`src/hw/rtl/xlg_pkg.sv`:
```
`default_nettype none

package xlg_pkg;

    localparam int TOP_TAP_DEFAULT      = 133;
    localparam int WARMUP_TICKS_DEFAULT = 1024;

    localparam int SEED_W  = 64;
    localparam int WORD_W  = 32;
    localparam int TAP_W   = 8;
    localparam int CFG_IDX_W  = 2;
    localparam int CFG_DATA_W = 8;

    localparam logic OP_SEED = 1'b0;
    localparam logic OP_NEXT = 1'b1;

    localparam logic [CFG_IDX_W-1:0] CFG_TAP_SECOND = 2'd0;
    localparam logic [CFG_IDX_W-1:0] CFG_TAP_THIRD  = 2'd1;
    localparam logic [CFG_IDX_W-1:0] CFG_TAP_FOURTH = 2'd2;

    localparam logic [TAP_W-1:0] TAP_SECOND_RESET = 8'd9;
    localparam logic [TAP_W-1:0] TAP_THIRD_RESET  = 8'd8;
    localparam logic [TAP_W-1:0] TAP_FOURTH_RESET = 8'd2;

    typedef struct packed {
        logic load;
        logic shift;
    } chain_ctrl_t;

    typedef struct packed {
        logic [TAP_W-1:0] tap_second;
        logic [TAP_W-1:0] tap_third;
        logic [TAP_W-1:0] tap_fourth;
    } taps_t;

endpackage

`default_nettype wire

```
`src/hw/rtl/xlg_cell.sv`:
```
`default_nettype none

module xlg_cell (
    input  wire logic aclk,
    input  wire logic aresetn,
    input  wire logic load,
    input  wire logic shift,
    input  wire logic load_bit,
    input  wire logic shift_in,
    output logic      q
);

    logic q_reg;
    logic q_next;

    always_comb begin
        q_next = q_reg;
        if (load) begin
            q_next = load_bit;
        end else if (shift) begin
            q_next = shift_in;
        end
    end

    always_ff @(posedge aclk) begin
        if (!aresetn) begin
            q_reg <= 1'b0;
        end else begin
            q_reg <= q_next;
        end
    end

    assign q = q_reg;

endmodule

`default_nettype wire

```
`src/hw/rtl/xlg_chain.sv`:
```
`default_nettype none

module xlg_chain #(
    parameter int TOP_TAP = xlg_pkg::TOP_TAP_DEFAULT
) (
    input  wire logic                        aclk,
    input  wire logic                        aresetn,
    input  wire xlg_pkg::chain_ctrl_t        ctrl,
    input  wire logic [xlg_pkg::SEED_W-1:0]  seed,
    input  wire xlg_pkg::taps_t              taps,
    output logic                             out_bit
);

    localparam int SEL_DEPTH = 2 ** xlg_pkg::TAP_W;

    logic [TOP_TAP:0]     cells;
    logic [TOP_TAP:0]     shift_in;
    logic [TOP_TAP:0]     load_bits;
    logic [SEL_DEPTH-1:0] padded;
    logic                 feedback;

    for (genvar i = 0; i <= TOP_TAP; i++) begin : g_cell
        if (i < xlg_pkg::SEED_W && i < TOP_TAP) begin : g_seed
            assign load_bits[i] = seed[i];
        end else begin : g_zero
            assign load_bits[i] = 1'b0;
        end

        if (i == TOP_TAP) begin : g_top
            assign shift_in[i] = feedback;
        end else begin : g_mid
            assign shift_in[i] = cells[i+1];
        end

        xlg_cell u_cell (
            .aclk     (aclk),
            .aresetn  (aresetn),
            .load     (ctrl.load),
            .shift    (ctrl.shift),
            .load_bit (load_bits[i]),
            .shift_in (shift_in[i]),
            .q        (cells[i])
        );
    end

    // Tap positions past the top cell read as zero.
    for (genvar j = 0; j < SEL_DEPTH; j++) begin : g_pad
        if (j <= TOP_TAP) begin : g_live
            assign padded[j] = cells[j];
        end else begin : g_dead
            assign padded[j] = 1'b0;
        end
    end

    assign feedback = 1'b1 ^ cells[TOP_TAP] ^ padded[taps.tap_second]
                    ^ padded[taps.tap_third] ^ padded[taps.tap_fourth];

    assign out_bit = cells[0];

endmodule

`default_nettype wire

```
`src/hw/rtl/xnor_lfsr_word_generator.sv`:
```
`default_nettype none

// Channel  Handshake          Payload
// s_       s_valid / s_ready  s_op, s_seed_value
// m_       m_valid / m_ready  m_random_word
// cfg_     cfg_valid / cfg_ready  cfg_index, cfg_data
//
// A next beat shifts the cell chain one register per cycle, save for the stall below.
// A seed beat loads in its accept cycle and then runs its warm-up shifts, as set by WARMUP_TICKS.
// A new beat is taken on the edge that ends the current one, so next beats run
// back to back. Reset is synchronous and clears the chain to all zeros.
// The chain stops on its final shift while a finished word waits in m_.

module xnor_lfsr_word_generator #(
    parameter int TOP_TAP      = xlg_pkg::TOP_TAP_DEFAULT,
    parameter int WARMUP_TICKS = xlg_pkg::WARMUP_TICKS_DEFAULT
) (
    input  wire logic                            aclk,
    input  wire logic                            aresetn,
    input  wire logic                            s_valid,
    output logic                                 s_ready,
    input  wire logic                            s_op,
    input  wire logic [xlg_pkg::SEED_W-1:0]      s_seed_value,
    output logic                                 m_valid,
    input  wire logic                            m_ready,
    output logic [xlg_pkg::WORD_W-1:0]           m_random_word,
    input  wire logic                            cfg_valid,
    output logic                                 cfg_ready,
    input  wire logic [xlg_pkg::CFG_IDX_W-1:0]   cfg_index,
    input  wire logic [xlg_pkg::CFG_DATA_W-1:0]  cfg_data
);

    localparam int CNT_MAX = (WARMUP_TICKS > xlg_pkg::WORD_W) ? WARMUP_TICKS
                                                              : xlg_pkg::WORD_W;
    localparam int CNT_W   = $clog2(CNT_MAX + 1);

    xlg_pkg::taps_t        taps_reg;
    xlg_pkg::chain_ctrl_t  ctrl;
    logic                  busy_reg;
    logic                  op_reg;
    logic [CNT_W-1:0]      cnt_reg;
    logic [xlg_pkg::WORD_W-1:0] acc_reg;
    logic [xlg_pkg::WORD_W-1:0] word_reg;
    logic                  m_valid_reg;
    logic                  out_bit;
    logic                  last;
    logic                  tick_fire;
    logic                  s_fire;

    assign last      = (cnt_reg == CNT_W'(1));
    assign tick_fire = busy_reg
                     && !(last && op_reg == xlg_pkg::OP_NEXT && m_valid_reg && !m_ready);
    assign s_ready   = !busy_reg || (tick_fire && last);
    assign s_fire    = s_valid && s_ready;
    assign cfg_ready = 1'b1;

    assign ctrl.load  = s_fire && (s_op == xlg_pkg::OP_SEED);
    assign ctrl.shift = tick_fire;

    xlg_chain #(
        .TOP_TAP (TOP_TAP)
    ) u_chain (
        .aclk    (aclk),
        .aresetn (aresetn),
        .ctrl    (ctrl),
        .seed    (s_seed_value),
        .taps    (taps_reg),
        .out_bit (out_bit)
    );

    always_ff @(posedge aclk) begin
        if (!aresetn) begin
            taps_reg.tap_second <= xlg_pkg::TAP_SECOND_RESET;
            taps_reg.tap_third  <= xlg_pkg::TAP_THIRD_RESET;
            taps_reg.tap_fourth <= xlg_pkg::TAP_FOURTH_RESET;
        end else if (cfg_valid && cfg_ready) begin
            unique case (cfg_index)
                xlg_pkg::CFG_TAP_SECOND: taps_reg.tap_second <= cfg_data;
                xlg_pkg::CFG_TAP_THIRD:  taps_reg.tap_third  <= cfg_data;
                xlg_pkg::CFG_TAP_FOURTH: taps_reg.tap_fourth <= cfg_data;
                default: ;
            endcase
        end
    end

    always_ff @(posedge aclk) begin
        if (!aresetn) begin
            busy_reg <= 1'b0;
            op_reg   <= xlg_pkg::OP_SEED;
            cnt_reg  <= '0;
        end else if (s_fire) begin
            op_reg <= s_op;
            if (s_op == xlg_pkg::OP_SEED) begin
                cnt_reg  <= CNT_W'(WARMUP_TICKS);
                busy_reg <= (WARMUP_TICKS != 0);
            end else begin
                cnt_reg  <= CNT_W'(xlg_pkg::WORD_W);
                busy_reg <= 1'b1;
            end
        end else if (tick_fire) begin
            cnt_reg <= cnt_reg - CNT_W'(1);
            if (last) begin
                busy_reg <= 1'b0;
            end
        end
    end

    always_ff @(posedge aclk) begin
        if (tick_fire) begin
            acc_reg <= {out_bit, acc_reg[xlg_pkg::WORD_W-1:1]};
        end
        if (tick_fire && last && op_reg == xlg_pkg::OP_NEXT) begin
            word_reg <= {out_bit, acc_reg[xlg_pkg::WORD_W-1:1]};
        end
    end

    always_ff @(posedge aclk) begin
        if (!aresetn) begin
            m_valid_reg <= 1'b0;
        end else if (tick_fire && last && op_reg == xlg_pkg::OP_NEXT) begin
            m_valid_reg <= 1'b1;
        end else if (m_ready) begin
            m_valid_reg <= 1'b0;
        end
    end

    assign m_valid       = m_valid_reg;
    assign m_random_word = word_reg;

`ifndef SYNTHESIS
    a_busy_count: assert property (@(posedge aclk) disable iff (!aresetn)
        busy_reg == (cnt_reg != '0))
        else $error("busy flag and tick count disagree");

    a_no_accept_midway: assert property (@(posedge aclk) disable iff (!aresetn)
        (busy_reg && !last) |-> !s_ready)
        else $error("input taken while a beat is still running");

    a_next_starts: assert property (@(posedge aclk) disable iff (!aresetn)
        (s_fire && s_op == xlg_pkg::OP_NEXT) |=> (busy_reg && cnt_reg == CNT_W'(xlg_pkg::WORD_W)))
        else $error("next beat did not start a full word");

    a_word_source: assert property (@(posedge aclk) disable iff (!aresetn)
        (!m_valid_reg ##1 m_valid_reg) |-> $past(tick_fire && last && op_reg == xlg_pkg::OP_NEXT))
        else $error("result raised without a finished word");
`endif

endmodule

`default_nettype wire
```
`config.mk`:
```
export PLATFORM = sky130hd
export DESIGN_NAME = xnor_lfsr_word_generator
export DESIGN_NICKNAME = d
export VERILOG_FILES = /design/src/hw/rtl/xlg_pkg.sv /design/src/hw/rtl/xlg_cell.sv /design/src/hw/rtl/xlg_chain.sv /design/src/hw/rtl/xnor_lfsr_word_generator.sv
export SDC_FILE = /design/constraint.sdc
export NUM_CORES = 1
export LEC_CHECK = 0
export ABC_AREA = 0
export BUFFER_PORTS_ARGS = -buffer_cell sky130_fd_sc_hd__buf_2
export CAP_MARGIN = 5
export CELL_PAD_IN_SITES_DETAIL_PLACEMENT = 1
export CELL_PAD_IN_SITES_GLOBAL_PLACEMENT = 2
export CORE_MARGIN = 5
export CORE_UTILIZATION = 30
export CTS_BUF_LIST = sky130_fd_sc_hd__clkbuf_8
export CTS_CLUSTER_DIAMETER = 80
export DETAILED_ROUTE_END_ITERATION = 10
export PLACE_DENSITY = 0.69
export SYNTH_ARGS = -nofsm -noshare
export SYNTH_HDL_FRONTEND = slang
export SYNTH_HIERARCHICAL = 1
export SYNTH_SLANG_ARGS = --single-unit
```
`constraint.sdc`:
```
create_clock -name aclk -period 15.59 [get_ports aclk]
set_clock_uncertainty 0.1 [all_clocks]
set_input_delay 0.7795 -clock aclk [delete_from_list [all_inputs] [get_ports aclk]]
set_output_delay 0.7795 -clock aclk [all_outputs]
set_load 0.01 [all_outputs]
```
# == After elaboration in Yosys (flattened, before gate mapping) ==
# Index checks and enable logic that the tools add are counted.
# classes
n_bitwise,6
multipliers,0
n_shift,0
div_mod_pow,0
n_lt_le_gt_ge,3
mux,142
eq_ne,3
reduce_logical,22
addsub,1
# ops
op,n
$mux W1,136
$mux W11,3
$lt A8 B9 Y1 const B,3
$bmux W1 S8,3
$eq A11 B1 Y1 const B,1
$sub A11 B1 Y11 const B,1
$logic_and A1 B1 Y1,8
$reduce_and A2 Y1,4
$reduce_bool A2 Y1,4
$logic_not A1 Y1,3
$not A1 Y1,3
$xor A1 B1 Y1,3
$eq A2 B1 Y1 const B,1
$eq A2 B2 Y1 const B,1
$logic_not A2 Y1,1
$reduce_or A2 Y1,1
$logic_or A1 B1 Y1,1
# word_totals
ram_bits,0
latch_bits,0
mem_count,0
ff_bits,236
rom_bits,0
output_inout_bits,35

# == Logic depth before layout (Yosys ltp) ==
# Gate-level depths: netlist of run 1.
# depth
depth_word,11
mapped_depth,14

# == Hierarchy ==
# The synthesis of run 1 kept the hierarchy.
# by_module_without_submodules
mod,seq_area_each_um2,n_inst,area_each_um2,cells_per_inst
xlg_cell,20.0,134,47.5,4
xnor_lfsr_word_generator,2652.5,1,3555.9,237
xlg_chain,0.0,1,3504.6,327

# == Least setup slack after synthesis of run 1 ==
# No wires, ideal clock.
# synth_path
kind,input-to-reg
from,input m_ready
to,register u_chain.g_cell[0].u_cell.q_reg
required_time_ps,15396
arrival_ps,10795
path_slack_ps,4601
n_path_buf,0
setup_ps,94
path_stages,4
cell_sequence,and3b_1 a41oi_1 mux2_1 o211a_1
# synth_rtl
item,line_no,source
"start, declared",xnor_lfsr_word_generator.sv:25,"input wire logic m_ready,"
"end signal, assigned",xlg_cell.sv:29,q_reg <= q_next;
"end, declared",xlg_cell.sv:13,logic q_reg;

==> metrics.md, run 1 <==
| Metric | Value |
|---|---|
| Mean post-synth cell area | `12.2 um2` |
| Area share of the largest cell type after synthesis | `roughly 26%` |
| Slew margin rel. | `21.1%` |
| Root buffer cell | `clkbuf_8` |
| CTS Hold Buffers Added | `0` |
| Detailed Place HPWL | `approximately 26 mm` |
| Die width | `222 um` |
| Pleak | `around 7.5 nW` |
| Gr usage total | `15.2%` |
| Fin nets | `1,380` |
| P per Cell Area | `96.1 nW/um2` |
| Cells after synthesis | `1,100` |
| Mapped cell area | `roughly 13,000 um2` |
| Peak VDD IR | `roughly 0.052 mV` |
| Hold crit path type | `reg -> reg` |
| Register area | `5340 um2` |
| CP top delay family | `buffers and inverters` |
| # setup viols final | `0` |
| Via density | `~5.2` |
| Share of cells above drive strength 1 | `21.6%` |
| Fillers | `4,880` |
| Commonest non-fill, non-tap cells in the layout | `dfxtp_1 (168), nand2b_1 (138), o211a_1 (135), mux2_1 (134), buf_2 (112)` |
| Yosys synthesis warning count | `6` |
| CTS Buf Count | `43` |
| Synthesized flop and latch total | `235` |
| Starting density of the core | `a little under a third` |
| Die height | `222 um` |
| # H-tree levels | `2` |
| Period utilization | `roughly 27%` |
| Area Overhead vs Synth | `17.2%` |
| Residual DRC | `0` |
| Minimum clock period after layout | `4260 ps` |
| Via count | `9,940` |
| Cts repair resizes | `0` |
| Largest stage delay on the critical path | `840 ps` |
| WS Path Type | `reg -> reg` |
| Synth area leader | `dfxtp_1` |
| Leading cell type in the layout, fill and taps excluded | `dfxtp_1` |
| R2R Setup Slk | `11,330 ps` |
| Input/output buffers | `around 110` |
| Crit path max fanout | `~100` |
| Max Fclk | `235 MHz` |
| Area of the multi-input gates | `between 8000 and 9000 um2` |
| Full die area | `49,100 um2` |
| Status | `complete, no violations` |
| Vias in the first global route | `10,476` |
| Global-route wire length before repair | `61.0 mm` |
| Max-slew violations | `0` |
| Critical path's most frequent cell | `buf_4` |
| ANT nets after route | `0` |
| 1st-iter DRT viols | `510` |
| Finished Cell Area | `15,700 um2` |
| Core ar. | `44,200 um2` |
| Post-synth EDFFs | `63` |
| Post-synthesis sequential area ratio | `39.7%` |
| DR WL/cell | `20.1 um` |
| Final wirelength | `~39 mm` |
| Area contributors post-synth | `dfxtp_1 (26%), edfxtp_1 (14%), mux4_2 (13%)` |
| Number of I/O pins | `between 100 and 150` |
| Crit. End Element | `flip-flop` |
| Max reg flops | `134` |
| Initial antenna violation count | `0` |
| Clk sinks | `235` |
| Crit path DAT | `4590 ps` |
| GP Congestion | `just under 0.8` |
| Main synth FF type | `dfxtp_1` |
| CP max-delay cell | `buf_4` |
| CP Cell Sequence | `nor4_1 > nand4_1 > a211oi_4 > buf_4 > buf_4 > nand2b_1 > o211a_1` |
| Synth cell types | `70` |
| Worst-Skew Late Latency | `580 ps` |
| RSZ-0062 raised after global routing | `false` |
| Ant. Diodes | `0` |
| Worst-Margin Slew | `1180 ps` |
| Post-synth ARST share | `0%` |
| Post CTS Setup Buffer Count | `0` |
| Total grt overflow | `0` |
| CP bufs+invs | `2` |
| TritonCTS clock tree | `done` |
| Setup TNS | `0 ps` |
| CTS Buffer Depth | `3` |
| Largest net degree at the start of global routing | `roughly 100` |
| Total power | `0.00151 W` |
| Pre-antenna DRT Iters | `4` |
| Dpl cell area | `14,900 um2` |
| Crit start category | `flip-flop` |
| Critical Path RT | `15,930 ps` |
| FP Rows | `77` |
| Final Hold Violating Endpoints | `0` |
| Max cap viols | `0` |
| Worst-path clk slew | `60 ps` |
==> cell families (layout without fill, tap and decap cells) <==
logic type,after synthesis,count (layout),synth area share (%)
xor gates and xnor gates,5,5,0.326
and+or+nand+nor,270,270,11.6
adders and majority gates,2,2,0.186
muxes,291,291,30.4
AOI/OAI and AO/OA,239,239,15.7
DFF,235,235,39.7
other,2,71,0.0559
buffers and inverters,56,217,2.07
==> cell type report <==
cell class | count | share of cell area [%]
multi-input combinational | 878 | 51.5
sequential | 235 | 33.9
tap | 592 | 4.71
timing repair buffer | 127 | 4.28
clock buffer | 48 | 4.20
clock inverter | 29 | 1.03
inverter | 13 | 0.310
==> power breakdown <==
group          internal, W  switching (W)
logic             0.000117       0.000108
registers         0.000666      0.0000521
clock network     0.000301       0.000268
total              0.00108       0.000428
==> Yosys cell counts (5+ instances only) <==
library cell / instances
nand3_1: 14
dfxtp_1: 172
nor4_1: 7
clkbuf_1: 18
edfxtp_1: 63
nor2b_1: 8
mux2_1: 134
buf_2: 12
or3_1: 5
o211a_1: 135
o221ai_1: 15
o22ai_1: 7
o21ai_0: 9
nand2b_1: 138
mux2i_1: 74
or4_1: 5
mux4_2: 77
nor2_1: 43
nand2_1: 19
a22oi_1: 17
nor3_1: 8
buf_4: 6
inv_1: 12
a21oi_1: 22
==> worst reg2reg max path, cell delays in order (launching register included) <==
cell,delay (ps)
dfxtp_1,370
nor4_1,790
nand4_1,500
a211oi_4,350
buf_4,740
buf_4,870
nand2b_1,230
o211a_1,160
==> metrics by stage <==
stage                     hold slack, ps  setup slack (ps)  utilization, %  cells
after global placement               304             11490            33.7   1845
after detailed placement             307             11370            33.7   1845
after global routing                 346             10790            35.6   1922
final                                319             11330            35.6   1922
after floorplan                      300              4600               -   1169
after CTS                            318             11310            35.6   1922
==> layer usage <==
layer	GRT usage, %	vias to the layer above	share of wire, %
met5	0	-	0
li1	-	4710	-
met4	3.98	0	2.2
met2	24.9	197	46
met3	2.58	70	3.9
met1	20.9	4963	48
==> path summary, 6_finish.rpt <==
path	startpoint	depth (start not counted)	endpoint
max	cnt_reg[2]	7	u_chain/g_cell[52].u_cell/q
min	acc_reg[1]	0	m_random_word[0]
max reg2reg	cnt_reg[2]	7	u_chain/g_cell[52].u_cell/q
min reg2reg	acc_reg[1]	0	m_random_word[0]
(Power assumes the default switching activity.)
==> run 2, diff against run 1 <==
- clock period: 15.59 -> 4.3 ns (I/O delays scaled with it)
==> run 2 against run 1 <==
  * Via count grew 5.0%
  * Sequential power grew to 3.6 times the previous value
  * Setup slack got worse by 11000 ps
  * Critical endpoint is now u_chain/g_cell[133].u_cell/q
  * Largest cell class unchanged
  * Final cell count up 4.9%
  * Largest power group unchanged
==> metrics.md, run 2 (synthesis gave the netlist of run 1 again) <==
| Metric | Value |
|---|---|
| P per Cell Area | `342 nW/um2` |
| Seq pwr share | `45.6%` |
| Max Fclk | `269 MHz` |
| Hold crit path type | `in -> reg` |
| Met2 WL | `18.2 mm` |
| GP Congestion | `roughly 0.86` |
| R2R Setup Slk | `590 ps` |
| Number of I/O pins | `around 120` |
| Share of cells above drive strength 1 | `a little over a fifth` |
| Full die area | `slightly below 50,000 um2` |
| Top routing layer in use | `met4` |
| Residual DRC | `0` |
| Clk sinks | `235` |
| Max reg flops | `134` |
| Input/output buffers | `113` |
| TritonCTS clock tree | `done` |
| Crit path DAT | `4100 ps` |
| Worst r2r src | `taps_reg[8]` |
| Slew margin rel. | `45.6%` |
| Worst-Skew Late Latency | `600 ps` |
| Minimum clock period after layout | `3710 ps` |
| Leading cell type in the layout, fill and taps excluded | `dfxtp_1` |
| Final Hold Violating Endpoints | `0` |
| Worst-path clk slew | `about 60 ps` |
| FP Rows | `77` |
| Global-route wire length before repair | `about 64 mm` |
| 1st-iter DRT viols | `671` |
| Met3 WL post-DR | `1.90 mm` |
| Crit. End Element | `flip-flop` |
| Logic pwr share | `15.4%` |
| Worst setup path end | `u_chain/g_cell[133].u_cell/q` |
| Hold Startpoint | `cfg_index[1]` |
| ANT nets after route | `0` |
| Root buffer cell | `clkbuf_8` |
| Final wirelength | `between 40 and 50 mm` |
| Fin Hold WS | `60.6 ps` |
| Crit path max fanout | `21` |
| Met1 WL | `18.9 mm` |
| Total grt overflow | `0` |
| Clock network power share | `roughly 39%` |
| Max cap viols | `0` |
| Worst-Margin Slew | `816 ps` |
| Int Pwr | `around 0.0042 W` |
| WS Path Type | `reg -> reg` |
| Peak VDD IR | `0.174 mV` |
| Via density | `roughly 5.2` |
| Largest net degree at the start of global routing | `130` |
| Status | `complete, no violations` |
| Reg2Reg Depth | `11` |
| Fillers | `4,849` |
| Via count | `10,441` |
| Crit start category | `flip-flop` |
| Starting density of the core | `30.4%` |
| Core ar. | `44,200 um2` |
| Die height | `222 um` |
| CTS Buf Count | `44` |
| Area Overhead vs Synth | `25.1%` |
| # H-tree levels | `2` |
| Pre-antenna DRT Iters | `5` |
| R2r endpoint | `u_chain/g_cell[133].u_cell/q` |
| Critical Path RT | `4690 ps` |
| # setup viols final | `0` |
| Vias in the first global route | `about 11,000` |
| Pleak | `roughly 7.9 nW` |
| Die width | `222 um` |
| Sw Share | `27.5%` |
| Setup TNS | `0 ps` |
| Cts repair resizes | `0` |
| CP startpoint | `taps_reg[8]` |
| DR WL/cell | `19.9 um` |
| Initial antenna violation count | `1` |
| Fin nets | `1,476` |
| Commonest non-fill, non-tap cells in the layout | `dfxtp_1 (166), nand2b_1 (138), o211a_1 (135), mux2_1 (134), buf_2 (112)` |
| RSZ-0062 raised after global routing | `false` |
| Max-slew violations | `0` |
| Sw power | `0.00158 W` |
| Gr usage total | `about 16%` |
| Detailed Place HPWL | `27.5 mm` |
| Period utilization | `86.3%` |
| CTS Buffer Depth | `3` |
## run 2: cell count changes in the layout (fill, tap and decap cells not counted), sizes merged
cell	delta
inv	-2
dlygate4sd3	+79
clkinv	-3
buf	+16
diode	+1
bufinv	+3
## run 2: power by group through the flow
stage                     registers, W  logic [W]  clock network (W)
final                          0.00262   0.000886            0.00224
after global placement         0.00266   0.000815                  0
after detailed placement       0.00267   0.000831                  0
after floorplan                0.00256   0.000664                  0
after CTS                      0.00262   0.000891            0.00234
after global routing           0.00264   0.000973            0.00244
## run 2: what timing repair did
action                    CTS  global route
hold buffers               79             0
hold endpoints to repair  100             0
setup buffers               0             0
## run 2: critical path, stage by stage, from the launching register on
cell and delay (ps):
dfxtp_2 820, buf_4 410, mux4_2 540, mux2i_1 170, mux2i_1 110, o22a_1 200, a221o_1 320, o2111ai_1 130
xor2_1 210, xnor2_1 80, mux2_1 300, o211a_1 200
## run 2: metal layers
metal | vias to the layer above | global-route usage, %
li1 | 4895 | -
met1 | 5204 | 22.5
met2 | 273 | 25.2
met3 | 69 | 2.77
met4 | 0 | 4.99
met5 | - | 0
## run 2: layout make-up
type                            count  area, um2  area share [%]
Clock buffer                       48        661            3.93
Tap cell                          592        741            4.41
Clock inverter                     27        223            1.33
Antenna cell                        1       2.50          0.0149
Inverter                           13       48.8           0.290
Multi-Input combinational cell    878       8140            48.5
Timing Repair Buffer              222       1630            9.73
Sequential cell                   235       5350            31.8
## run 2: worst min-delay path by stage
stage	end	cells past startpoint
3_3_place_gp	m_random_word[0]	0
4_1_cts	taps_reg[19]	5
5_1_grt	taps_reg[19]	5
2_1_floorplan	taps_reg[11]	2
6_report	taps_reg[19]	5
3_5_place_dp	acc_reg[3]	0
## run 2: per-stage QoR
stage	worst slack, ps	utilization, %	power, W	cells	instance area (um2)
2_1_floorplan	-2410	-	0.00322	1169	13700
3_3_place_gp	627	34.2	0.00347	1861	15100
3_5_place_dp	562	34.2	0.00350	1861	15100
4_1_cts	555	38.0	0.00585	2015	16800
5_1_grt	305	38.0	0.00606	2016	16800
6_report	589	38.0	0.00575	2016	16800
